File: src/rtl/core/taes3_pkg.sv
`default_nettype none

package taes3_pkg;

    localparam int ROUNDS    = 3;
    localparam int NUM_KEYS  = 4;
    localparam int NUM_REGS  = 2 * NUM_KEYS;
    localparam int REG_IDX_W = $clog2(NUM_REGS);
    localparam int APB_AW    = REG_IDX_W + 3;
    localparam int APB_DW    = 64;
    localparam int BLK_W     = 128;

    typedef enum logic
    {
        OP_ENC = 1'b0,
        OP_DEC = 1'b1
    } opcode_t;

    typedef struct packed
    {
        opcode_t     opcode;
        logic [63:0] block_lo;
        logic [63:0] block_hi;
        logic [63:0] tweak_lo;
        logic [63:0] tweak_hi;
    } blk_item_t;

    typedef struct packed
    {
        logic [63:0] result_lo;
        logic [63:0] result_hi;
    } res_item_t;

    typedef logic [BLK_W-1:0] state_t;
    typedef logic [NUM_KEYS-1:0][BLK_W-1:0] key_set_t;

    localparam logic [0:255][7:0] SBOX = {
        256'h637c777bf26b6fc53001672bfed7ab76ca82c97dfa5947f0add4a2af9ca472c0,
        256'hb7fd9326363ff7cc34a5e5f171d8311504c723c31896059a071280e2eb27b275,
        256'h09832c1a1b6e5aa0523bd6b329e32f8453d100ed20fcb15b6acbbe394a4c58cf,
        256'hd0efaafb434d338545f9027f503c9fa851a3408f929d38f5bcb6da2110fff3d2,
        256'hcd0c13ec5f974417c4a77e3d645d197360814fdc222a908846eeb814de5e0bdb,
        256'he0323a0a4906245cc2d3ac629195e479e7c8376d8dd54ea96c56f4ea657aae08,
        256'hba78252e1ca6b4c6e8dd741f4bbd8b8a703eb5664803f60e613557b986c11d9e,
        256'he1f8981169d98e949b1e87e9ce5528df8ca1890dbfe6426841992d0fb054bb16
    };

    localparam logic [0:255][7:0] INV_SBOX = {
        256'h52096ad53036a538bf40a39e81f3d7fb7ce339829b2fff87348e4344c4dee9cb,
        256'h547b9432a6c2233dee4c950b42fac34e082ea16628d924b2765ba2496d8bd125,
        256'h72f8f66486689816d4a45ccc5d65b6926c704850fdedb9da5e154657a78d9d84,
        256'h90d8ab008cbcd30af7e45805b8b34506d02c1e8fca3f0f02c1afbd0301138a6b,
        256'h3a9111414f67dcea97f2cfcef0b4e67396ac7422e7ad3585e2f937e81c75df6e,
        256'h47f11a711d29c5896fb7620eaa18be1bfc563e4bc6d279209adbc0fe78cd5af4,
        256'h1fdda8338807c731b11210592780ec5f60517fa919b54a0d2de57a9f93c99cef,
        256'ha0e03b4dae2af5b0c8ebbb3c83539961172b047eba77d626e169146355210c7d
    };

    function automatic logic [7:0] xtime(input logic [7:0] b);
        return {b[6:0], 1'b0} ^ (b[7] ? 8'h1b : 8'h00);
    endfunction

    // SubBytes, ShiftRows and MixColumns
    function automatic state_t enc_round(input state_t s);
        state_t     t;
        state_t     o;
        logic [7:0] col [4];
        for (int c = 0; c < 4; c++)
        begin
            for (int r = 0; r < 4; r++)
            begin
                t[8*(r+4*c) +: 8] = SBOX[s[8*(r+4*((c+r) & 3)) +: 8]];
            end
        end
        for (int c = 0; c < 4; c++)
        begin
            for (int r = 0; r < 4; r++)
            begin
                col[r] = t[8*(r+4*c) +: 8];
            end
            for (int r = 0; r < 4; r++)
            begin
                o[8*(r+4*c) +: 8] = xtime(col[r]) ^ xtime(col[(r+1) & 3]) ^ col[(r+1) & 3]
                                    ^ col[(r+2) & 3] ^ col[(r+3) & 3];
            end
        end
        return o;
    endfunction

    // InvMixColumns, then InvShiftRows and InvSubBytes
    function automatic state_t dec_round(input state_t s);
        state_t     o;
        logic [7:0] x1 [4];
        logic [7:0] x2 [4];
        logic [7:0] x4 [4];
        logic [7:0] x8 [4];
        logic [7:0] m;
        for (int c = 0; c < 4; c++)
        begin
            for (int r = 0; r < 4; r++)
            begin
                x1[r] = s[8*(r+4*c) +: 8];
                x2[r] = xtime(x1[r]);
                x4[r] = xtime(x2[r]);
                x8[r] = xtime(x4[r]);
            end
            for (int r = 0; r < 4; r++)
            begin
                m = (x8[r] ^ x4[r] ^ x2[r])
                    ^ (x8[(r+1) & 3] ^ x2[(r+1) & 3] ^ x1[(r+1) & 3])
                    ^ (x8[(r+2) & 3] ^ x4[(r+2) & 3] ^ x1[(r+2) & 3])
                    ^ (x8[(r+3) & 3] ^ x1[(r+3) & 3]);
                o[8*(r+4*((c+r) & 3)) +: 8] = INV_SBOX[m];
            end
        end
        return o;
    endfunction

endpackage

`default_nettype wire

File: src/rtl/core/taes3_cfg_regs.sv
`default_nettype none

module taes3_cfg_regs
(
    input  wire logic                               clk,
    input  wire logic                               rst_n,
    input  wire logic                               psel,
    input  wire logic                               penable,
    input  wire logic                               pwrite,
    input  wire logic [taes3_pkg::APB_AW-1:0]       paddr,
    input  wire logic [taes3_pkg::APB_DW-1:0]       pwdata,
    output logic      [taes3_pkg::APB_DW-1:0]       prdata,
    output logic                                    pready,
    output taes3_pkg::key_set_t                     keys
);

    logic [taes3_pkg::APB_DW-1:0] key_reg [taes3_pkg::NUM_REGS];
    logic [taes3_pkg::REG_IDX_W-1:0] idx;
    logic wr_en;

    assign idx    = paddr[taes3_pkg::APB_AW-1:3];
    assign wr_en  = psel && penable && pwrite;
    assign pready = 1'b1;
    assign prdata = key_reg[idx];

    always_ff @(posedge clk or negedge rst_n)
    begin
        if (!rst_n)
        begin
            for (int i = 0; i < taes3_pkg::NUM_REGS; i++)
            begin
                key_reg[i] <= '0;
            end
        end
        else if (wr_en)
        begin
            key_reg[idx] <= pwdata;
        end
    end

    // low half of each key sits at the even register
    always_comb
    begin
        for (int k = 0; k < taes3_pkg::NUM_KEYS; k++)
        begin
            keys[k] = {key_reg[2*k+1], key_reg[2*k]};
        end
    end

endmodule

`default_nettype wire

File: config.mk
export PLATFORM = sky130hd
export DESIGN_NAME = taes3_cfg_regs
export DESIGN_NICKNAME = d
export VERILOG_FILES = /design/src/rtl/core/taes3_pkg.sv /design/src/rtl/core/taes3_cfg_regs.sv
export SDC_FILE = /design/constraint.sdc
export NUM_CORES = 1
export LEC_CHECK = 0
export CORE_AREA = 2 2 257 259
export CTS_CLUSTER_DIAMETER = 30
export DETAILED_ROUTE_END_ITERATION = 10
export DIE_AREA = 0 0 259 261
export DONT_BUFFER_PORTS = 1
export PLACE_DENSITY = 0.59
export SKIP_CTS_REPAIR_TIMING = 1
export SYNTH_ARGS = -nofsm -noshare
export SYNTH_HDL_FRONTEND = slang
export SYNTH_SLANG_ARGS = --single-unit
File: constraint.sdc
create_clock -name clk -period 1.9 [get_ports clk]
set_clock_uncertainty 0.05 [all_clocks]
set_input_delay 0 -clock clk [delete_from_list [all_inputs] [get_ports clk]]
set_output_delay 0 -clock clk [all_outputs]
set_load 0.01 [all_outputs]
* Word-level counts from Yosys, hierarchy flattened
Cells that the tools add are included.
** Word-level totals
- Flip-flop bits (word level) :: 512
- Input port bits :: 75
- Word-level logic and storage cells :: 20
** Operators by class
- Magnitude comparators :: 2
- Mux-type cells :: 6
- Bitwise operators :: 1
- Reduce and logical (&&, ||, !) cells :: 3
** Operators with widths (count)
- $bwmux 512 :: 1
- $bmux 64 s3 :: 1
- $demux 64 s3 :: 1
- $mux 64 :: 3
- $ge 4x4->1 const B :: 1
- $lt 4x1->1 const B :: 1
- $not 3->4 :: 1
- $logic_and 1x1->1 :: 3

* Depth between registers and ports, before layout
Gate-level depths: netlist (run 1).
- Word-level depth :: 6
- Depth in mapped cells :: 6

* Worst setup path before layout (run 1)
Ideal clock, no wire load.
- Path type :: input-to-output
- Start :: input paddr[3] in the netlist's numbering
- End :: output prdata[0] in the netlist's numbering
- Arrival :: 1.423 ns
- Data required time :: 1.850 ns
- Path slack :: 0.427 ns
- Cell stages on the path :: 5
- Buffers on the path :: 3
- Cell sequence :: buf_2 -> buf_2 -> buf_2 -> mux4_2 -> mux2_2
** Between the ends
- Word-level cells in the longest chain between the ends :: 4
** RTL lines
- from (decl) :: RTL line taes3_cfg_regs.sv:10 : input wire logic [taes3_pkg::APB_AW-1:0] paddr,
- $not 3->4 (not written as such) :: RTL line taes3_cfg_regs.sv:24 : assign prdata = key_reg[idx];
- $bmux 64 s3 :: RTL line taes3_cfg_regs.sv:24
- $mux 64 (not written as such) (2 in a row) :: RTL line taes3_cfg_regs.sv:24
- to (decl) :: RTL line taes3_cfg_regs.sv:12 : output logic [taes3_pkg::APB_DW-1:0] prdata,
No other way between the ends. The select of a mux whose other input is x is not followed.

* Worst setup path after layout (run 1)
- Start :: register key_reg, in the netlist keys[217]
- End :: output prdata[25] in the netlist's numbering
** Between the ends
- Word-level cells in the longest chain between the ends :: 3
** RTL lines
- from (decl) :: RTL line taes3_cfg_regs.sv:17 : logic [taes3_pkg::APB_DW-1:0] key_reg [taes3_pkg::NUM_REGS];
- from (signal, indexed assignment) :: RTL line taes3_cfg_regs.sv:37 : key_reg[idx] <= pwdata;
- $bmux 64 s3 :: RTL line taes3_cfg_regs.sv:24
- $mux 64 (not written as such) (2 in a row) :: RTL line taes3_cfg_regs.sv:24
No other way between the ends. The select of a mux whose other input is x is not followed.

==> results of run 1 <==
[power breakdown]
group          internal, W  switching [W]
logic              0.00307        0.00142
registers           0.0132        0.00366
clock network       0.0148        0.00639
total               0.0311         0.0115
[layout by cell type (no fill, tap or decap), types with 2 or more instances in the layout]
cell type	count
buf_12	20
buf_4	5
bufinv_16	22
clkbuf_1	10
clkbuf_16	116
clkbuf_8	18
clkinv_16	3
clkinv_2	19
clkinv_4	7
clkinvlp_4	16
dfrtp_1	321
dfrtp_2	191
dlygate4sd3_1	74
inv_6	2
mux2_1	28
mux2_2	488
mux2_4	59
mux4_2	126
nand2b_1	2
nor2_4	6
nor3_4	2
[per-stage QoR]
step	setup TNS (ns)	util (%)	setup WS, ns
2_1_floorplan	0	-	0.427
3_3_place_gp	0	36.7	0.348
3_5_place_dp	0	36.7	0.319
4_1_cts	-6.62	43.2	-0.207
5_1_grt	-5.50	45.1	-0.153
6_report	-1.50	45.1	-0.0937
[logic make-up (layout without fill, tap and decap cells)]
group,after synthesis,after routing,share of synthesized area [%]
simple gates,16,16,0.627
flops,512,512,56.3
buf+inv,88,314,1.83
other cells,1,2,0.0165
compound gates,4,4,0.138
mux,703,703,41.0
[metal layers]
metal,vias up,track usage (%)
met5,-,0
met4,0,8.09
met1,7291,22.5
met2,581,33.9
met3,141,8.33
li1,5320,-
[cell type report]
class / count / area (µm²)
fillers: 5610 / 35700
flip-flops and latches: 512 / 13100
multi-input cells: 724 / 9770
clock buffers: 144 / 3190
repair buffers: 99 / 1180
well taps: 864 / 1080
clock inverters: 70 / 1060
inverters: 1 / 3.75
diodes: 1 / 2.50
[worst paths after layout]
kind                                        from                     to  slack (ns)  cells after the start
max                        keys[217]$_DFFE_PN0P_             prdata[25]       -0.09                      2
min                                        rst_n  keys[357]$_DFFE_PN0P_       -0.98                      0
max reg2reg                keys[275]$_DFFE_PN0P_  keys[275]$_DFFE_PN0P_        0.43                      2
min reg2reg                keys[192]$_DFFE_PN0P_  keys[192]$_DFFE_PN0P_        0.52                      1
max in group asynchronous                  rst_n  keys[186]$_DFFE_PN0P_        1.59                      0
min in group clk                         penable   keys[84]$_DFFE_PN0P_        0.01                      4
[cell usage after synthesis, types with 2 or more instances]
library cell and count:
nor3_4 2, nand2b_1 2, dfrtp_1 512, buf_2 65, buf_1 5, mux2_2 547, mux2_1 28, clkbuf_1 16
nor2_2 6, mux2i_1 2, mux4_2 126
[worst reg2reg max path: stages (launching register included)]
cell	delay [ns]
dfrtp_1	0.44
mux2_1	0.31
dlygate4sd3_1	0.56
==> flow_summary.ini, run 1 <==
[routing]
drc = 0
met1_length_mm = 25.6
routed-via-count = 13333
wl_per_cell_um = 29.5
highest_layer = met4
drtIter0Drc = 844
ant_nets = 0
wl_met3_mm = 6.82
avgViaCountPerCell = 5.52
routed_wl_mm = 71.3
first_pass_iters = 4
wl_met2_mm = 36.7

[synthesis]
async_flop_share_pct = 100
dominantRegCellSynth = dfrtp_1
synth_cells = 1324
ys_ff_latch = 512
synth_top_area_share_pct = 56.3
synth_top_area_cell = dfrtp_1
yosysWarnings = 0
synth.yosys.seq_area_share_pct = 56.3
synthTopCellsByArea = dfrtp_1 56%, mux2_2 27%, mux4_2 12%
synth-edff-count = 0
synth.distinct_cells = 24
syn-cell-area_mm2 = 0.0227
avgSynthCellArea_um2 = 17.2
syn_nets = 1399

[setup_path]
cp_top_family = multiplexers
crit_required_ns = 1.85
critical_path_arrival_ns = 1.94
crit_chain = mux4_2 -> mux2_4
worstSetupPathType = flop to output port
start_kind = flop
cpPeakStageDelay_ns = 0.56
cpMaxStageDelayCell = mux4_2
cp-end-kind = output port
crit_buf_inv = 0
critPathMaxFanout = 3

[sta]
fin_crit_sh_pct = 105
worstMarginPinSlew_ns = 1.36
min_period_ns = 1.99
setup_viol = 53
drv_slew = 0
rsz0062_at_grt = yes
hold_violations = 512
holdWs_ns = -0.982
max_slew_margin_pct = 9.09
fmax_mhz = 502
timing.final.ws_setup_ns = -0.0937

[min_path]
hp-class = input port to asynchronous set/reset pin

[grt]
grt_remaining_overflow = 0
grt_first_pass_wirelength_mm = 100
grt_max_degree = 513
grt_antenna_before_repair = 1
grt_pass1_vias = 14071
gr-usage-all-layers_pct = 20.0

[power]
leakage_nw = 12.5
fin_total_pwr_w = 0.0426
power_density_mw_per_mm2 = 1450
ir_drop_mv = 0.907

[cts]
cts_made_buffers = 114
cts_max_level = 3
path_clk_slew_ns = 0.04
clock_latency_ns = 0.64
cts_tree = yes
clockBufferDepth = 3
cts_root_buffer = clkbuf_16
cts.sinks = 512

[layout]
postLayoutCellArea_mm2 = 0.0293
finalNonFillerCells = 2415
fin_nets = 1527
syn_to_final_growth_pct = 29.1
drive_gt1_share_pct = 71.2
largest_reg_flops = 512

[placed_design]
portBuffers = 0
placed_area_mm2 = 0.0239
dp.final_hpwl_mm = 44.4
gp_congestion = 0.828
placedCellCount = 2126

[floorplan]
start_util_pct = 35.0
coreArea_mm2 = 0.0650
io_pins = 652
die_h_um = 261
die_area_mm2 = 0.0676
die_w_um = 259
num_rows = 94

[status]
violations = negative hold slack, negative setup slack
status = complete, but fails checks

[job]
maxCapViolCount = 0
Power figures use the tool's default switching activity.
==> inputs of run 2 (changes only) <==
--- a/config.mk
+++ b/config.mk
@@ -10,7 +10,7 @@
 export DETAILED_ROUTE_END_ITERATION = 10
 export DIE_AREA = 0 0 259 261
 export DONT_BUFFER_PORTS = 1
-export PLACE_DENSITY = 0.59
+export PLACE_DENSITY = 0.6
 export SKIP_CTS_REPAIR_TIMING = 1
 export SYNTH_ARGS = -nofsm -noshare
 export SYNTH_HDL_FRONTEND = slang
==> run 2 against run 1 <==
  * The flow finishes with violations (negative hold slack, max-slew violations, negative setup slack)
  * Sequential power is essentially flat
  * Die area is the same
  * Sequential cell count is the same
  * First-iteration DRC count shrank 3.4%
  * Largest cell class unchanged
  * Highest routed layer is now met5
==> flow_summary.ini, run 2 (same netlist as run 1, synthesis figures left out) <==
[setup_path]
worstSetupPathType = flop to output port
critical_path_arrival_ns = 1.97
crit_buf_inv = 0
cpMaxStageDelayCell = mux4_2
cpPeakStageDelay_ns = 0.55
critPathMaxFanout = 3
timing.rr.end = keys[78]$_DFFE_PN0P_
cp-end-kind = output port
crit_chain = mux4_2 -> mux2_4
reg2reg_slack_ns = 0.42
start_kind = flop
cp_top_family = multiplexers
r2r_cells = 2
crit_required_ns = 1.85
r2r_start = keys[78]$_DFFE_PN0P_

[cts]
cts.sinks = 512
cts_root_buffer = clkbuf_16
cts_made_buffers = 113
clockBufferDepth = 3
cts_max_level = 3
cts_tree = yes
path_clk_slew_ns = 0.05
clock_latency_ns = 0.63

[floorplan]
coreArea_mm2 = 0.0650
start_util_pct = 35.0
io_pins = 652
num_rows = 94
die_w_um = 259
die_h_um = 261
die_area_mm2 = 0.0676

[sta]
max_slew_margin_pct = -67.8
fin_crit_sh_pct = 106
worstMarginPinSlew_ns = 2.52
rsz0062_at_grt = yes
drv_slew = 314
holdWs_ns = -0.995
timing.final.ws_setup_ns = -0.121
fmax_mhz = 495
min_period_ns = 2.02
setup_viol = 63
hold_violations = 512

[status]
status = complete, but fails checks
violations = negative hold slack, max-slew violations, negative setup slack

[routing]
first_pass_iters = 5
ant_nets = 0
highest_layer = met5
wl_met2_mm = 36.8
routed_wl_mm = 72.2
routed-via-count = 13462
drtIter0Drc = 815
wl_met3_mm = 6.46
met1_length_mm = 27.2
wl_per_cell_um = 29.8
avgViaCountPerCell = 5.56
drc = 0

[grt]
grt_max_degree = 513
grt_remaining_overflow = 0
grt_antenna_before_repair = 3
grt_pass1_vias = 14227
grt_first_pass_wirelength_mm = 102
gr-usage-all-layers_pct = 20.3

[power]
ir_drop_mv = 0.916
power_density_mw_per_mm2 = 1460
leakage_nw = 12.6

[layout]
finalNonFillerCells = 2420
syn_to_final_growth_pct = 29.0
largest_reg_flops = 512
fin_nets = 1530
layout.cells.most_common_list = 488 x mux2_2, 330 x dfrtp_1, 182 x dfrtp_2
drive_gt1_share_pct = 70.4
layout.cells.most_common = mux2_2

[placed_design]
gp_congestion = 0.847
placedCellCount = 2129
portBuffers = 0
dp.final_hpwl_mm = 45.0

[job]
maxCapViolCount = 0

[min_path]
hp-class = input port to asynchronous set/reset pin
## run 2: cell count changes in the layout (fill, tap and decap cells not counted), moves of 2 or more
cell,before,now
dfrtp_1,321,330
dfrtp_2,191,182
buf_4,5,10
clkinvlp_4,16,11
clkbuf_1,10,14
clkinv_4,7,4
buf_12,20,18
inv_6,2,4
## run 2: final cells by class
| type | count | area, µm² |
|---|---|---|
| diodes | 2 | 5.00 |
| clock buffers | 148 | 3190 |
| clock inverters | 66 | 1050 |
| fillers | 5611 | 35700 |
| inverters | 1 | 3.75 |
| multi-input cells | 724 | 9770 |
| flip-flops and latches | 512 | 13000 |
| well taps | 864 | 1080 |
| repair buffers | 103 | 1190 |
## run 2: how the worst max path moves through the flow
stage / start / endpoint / slack, ns / cells after the start
after CTS: keys[192]$_DFFE_PN0P_ / prdata[0] / -0.25 / 2
after global placement: paddr[3] / keys[312]$_DFFE_PN0P_ / 0.28 / 4
after detailed placement: paddr[3] / keys[316]$_DFFE_PN0P_ / 0.23 / 4
after global routing: keys[511]$_DFFE_PN0P_ / prdata[63] / -0.19 / 2
final: keys[400]$_DFFE_PN0P_ / prdata[16] / -0.12 / 2
after floorplan: paddr[3] / prdata[0] / 0.43 / 5
## run 2: where the power goes
part           total [W]  leakage [nW]  switching (W)  internal [W]
registers         0.0169          6.31        0.00367        0.0132
clock network     0.0213          2.05        0.00639        0.0149
logic            0.00450          4.19        0.00143       0.00307
## run 2: routing by layer
layer | vias to the layer above | GRT usage [%]
met5 | - | 0
met4 | 2 | 7.66
met3 | 130 | 7.46
met2 | 605 | 34.2
met1 | 7401 | 23.8
li1 | 5324 | -
## run 2: per-stage QoR
step / setup TNS (ns) / total power [W] / utilization, % / worst slack (ns) / area, µm²
final: -1.94 / 0.0427 / 45.1 / -0.121 / 29300
after global routing: -5.61 / 0.0442 / 45.1 / -0.191 / 29300
after CTS: -7.13 / 0.0424 / 43.2 / -0.252 / 28100
after detailed placement: 0 / 0.0209 / 36.7 / 0.230 / 23900
after global placement: 0 / 0.0207 / 36.7 / 0.282 / 23900
after floorplan: 0 / 0.0192 / - / 0.427 / 22700
==> inputs of run 3 (changes only) <==
--- a/config.mk
+++ b/config.mk
@@ -7,6 +7,7 @@
 export LEC_CHECK = 0
 export CORE_AREA = 2 2 257 259
 export CTS_CLUSTER_DIAMETER = 30
+export CTS_CLUSTER_SIZE = 12
 export DETAILED_ROUTE_END_ITERATION = 10
 export DIE_AREA = 0 0 259 261
 export DONT_BUFFER_PORTS = 1
==> constraint.sdc (replaced) <==
create_clock -name clk -period 2.3 [get_ports clk]
set_clock_uncertainty 0.05 [all_clocks]
set_input_delay 0 -clock clk [delete_from_list [all_inputs] [get_ports clk]]
set_output_delay 0 -clock clk [all_outputs]
set_load 0.01 [all_outputs]
==> run 3 against run 2 <==
  * The flow finishes with violations (negative hold slack)
  * Combinational power fell by 23%
  * Largest cell class unchanged
  * Clock power shrank 19%
  * Final cell count is 0.99% lower
  * Core utilization fell by 1.3 points
  * Power down 19%
  * Via count decreased by 0.56%
  * Critical path type unchanged
  * Worst hold slack better by 0.0071 ns
  * Sequential cell count unchanged
  * Design area fell by 2.8%
  * Highest routed layer is now met4
  * Sequential power shrank 18%
==> flow_summary.ini, run 3 (same netlist as run 1, synthesis figures left out) <==
[layout]
drive_gt1_share_pct = 58.3
num-fill-cells = 5727
fin_nets = 1510
syn_to_final_growth_pct = 25.4
layout.cells.most_common_list = 547 x mux2_2, 512 x dfrtp_1, 126 x mux4_2
largest_reg_flops = 512
layout.cells.most_common = mux2_2

[setup_path]
cp_top_family = multiplexers
crit_buf_inv = 0
path_depth = 2
worstSetupPathType = flop to output port
start_kind = flop
critical_path_arrival_ns = 2.11
cpMaxStageDelayCell = mux4_2
crit_required_ns = 2.25
r2r_cells = 2
crit_chain = mux4_2 -> mux2_2
cp-end-kind = output port
critPathMaxFanout = 3
cpPeakStageDelay_ns = 0.59

[cts]
cts_made_buffers = 116
cts_root_buffer = clkbuf_16
cts_max_level = 3
clockBufferDepth = 3
cts.sinks = 512
cts_tree = yes
clock_latency_ns = 0.63
path_clk_slew_ns = 0.05

[sta]
worstMarginPinSlew_ns = 0.977
drv_slew = 0
rsz0062_at_grt = no
min_period_ns = 2.16
setup_viol = 0
timing.final.ws_setup_ns = 0.136
fmax_mhz = 462
setup_tns_ns = 0
fin_crit_sh_pct = 94.1
max_slew_margin_pct = 34.9
hold_violations = 512
holdWs_ns = -0.987

[routing]
wl_per_cell_um = 29.5
routed-via-count = 13386
routed_wl_mm = 70.7
drc = 0
ant_nets = 0
drtIter0Drc = 794
avgViaCountPerCell = 5.59
first_pass_iters = 5

[grt]
grt_remaining_overflow = 0
grt_first_pass_wirelength_mm = 101
grt_pass1_vias = 14119
grt_max_degree = 513
grt_antenna_before_repair = 2
gr-usage-all-layers_pct = 20.0

[power]
leakage_nw = 12.4
internal-power_w = 0.0251
p_sw_w = 0.00937
ir_drop_mv = 0.647
p_comb_share_pct = 10.0
p_seq_share_pct = 40.1
power_frac_clock_pct = 49.9
power_density_mw_per_mm2 = 1210
switching_share_pct = 27.2

[placed_design]
dp.final_hpwl_mm = 42.7
gp_congestion = 0.850
portBuffers = 0
pre_cts_ws_ns = 0.667

[job]
maxCapViolCount = 0

[floorplan]
die_h_um = 261
num_rows = 94
coreArea_mm2 = 0.0650
io_pins = 652
start_util_pct = 35.0
die_area_mm2 = 0.0676
die_w_um = 259

[min_path]
hp-class = input port to asynchronous set/reset pin

[status]
violations = negative hold slack
status = complete, but fails checks
-- run 3: changes by cell type in the layout (fill, tap and decap cells not counted), sizes merged --
cell / change
buf: -16
dlygate4sd3: -7
bufinv: -6
clkbuf: +10
inv: -1
clkinv: -3
clkinvlp: -1
-- run 3: area by class of cell --
| cell class | count | area [µm²] | share of cell area [%] |
|---|---|---|---|
| Sequential cell | 512 | 12800 | 44.9 |
| Multi-Input combinational cell | 724 | 9540 | 33.5 |
| Clock buffer | 158 | 3340 | 11.7 |
| Timing Repair Buffer | 80 | 896 | 3.14 |
| Clock inverter | 55 | 832 | 2.92 |
| Tap cell | 864 | 1080 | 3.79 |
| Antenna cell | 2 | 5.00 | 0.0176 |
| Inverter | 1 | 3.75 | 0.0132 |
-- run 3: through the flow --
step | std cells | cell area, µm² | hold slack [ns] | power [W] | util [%]
after detailed placement | 2113 | 23700 | -0.335 | 0.0172 | 36.4
final | 2396 | 28500 | -0.987 | 0.0345 | 43.8
after floorplan | 1324 | 22700 | -0.346 | 0.0158 | -
after global placement | 2113 | 23700 | -0.333 | 0.0171 | 36.4
after global routing | 2396 | 28500 | -1.02 | 0.0357 | 43.8
after CTS | 2326 | 27800 | -1.05 | 0.0346 | 42.8
-- run 3: power groups by stage --
| stage | registers [W] | clock network (W) | logic, W |
|---|---|---|---|
| 2_1_floorplan | 0.0129 | 0 | 0.00298 |
| 3_3_place_gp | 0.0139 | 0 | 0.00312 |
| 3_5_place_dp | 0.0140 | 0 | 0.00324 |
| 4_1_cts | 0.0139 | 0.0175 | 0.00327 |
| 5_1_grt | 0.0141 | 0.0179 | 0.00370 |
| 6_report | 0.0138 | 0.0172 | 0.00345 |
-- run 3: final timing paths --
check,to,from,slack [ns]
hold reg to reg,keys[281]$_DFFE_PN0P_,keys[281]$_DFFE_PN0P_,0.53
min in group clk,keys[472]$_DFFE_PN0P_,paddr[5],0.02
setup / recovery,prdata[63],keys[447]$_DFFE_PN0P_,0.14
max in group asynchronous,keys[3]$_DFFE_PN0P_,rst_n,2.38
hold / removal,keys[165]$_DFFE_PN0P_,rst_n,-0.99
setup reg to reg,keys[54]$_DFFE_PN0P_,keys[54]$_DFFE_PN0P_,0.85
-- run 3: layer usage --
layer,vias to the layer above,GRT usage (%),routed length [µm]
li1,5289,-,-
met1,7388,23.4,26500
met2,579,33.8,36200
met3,130,7.68,6250
met4,0,6.97,1720
met5,-,0,0
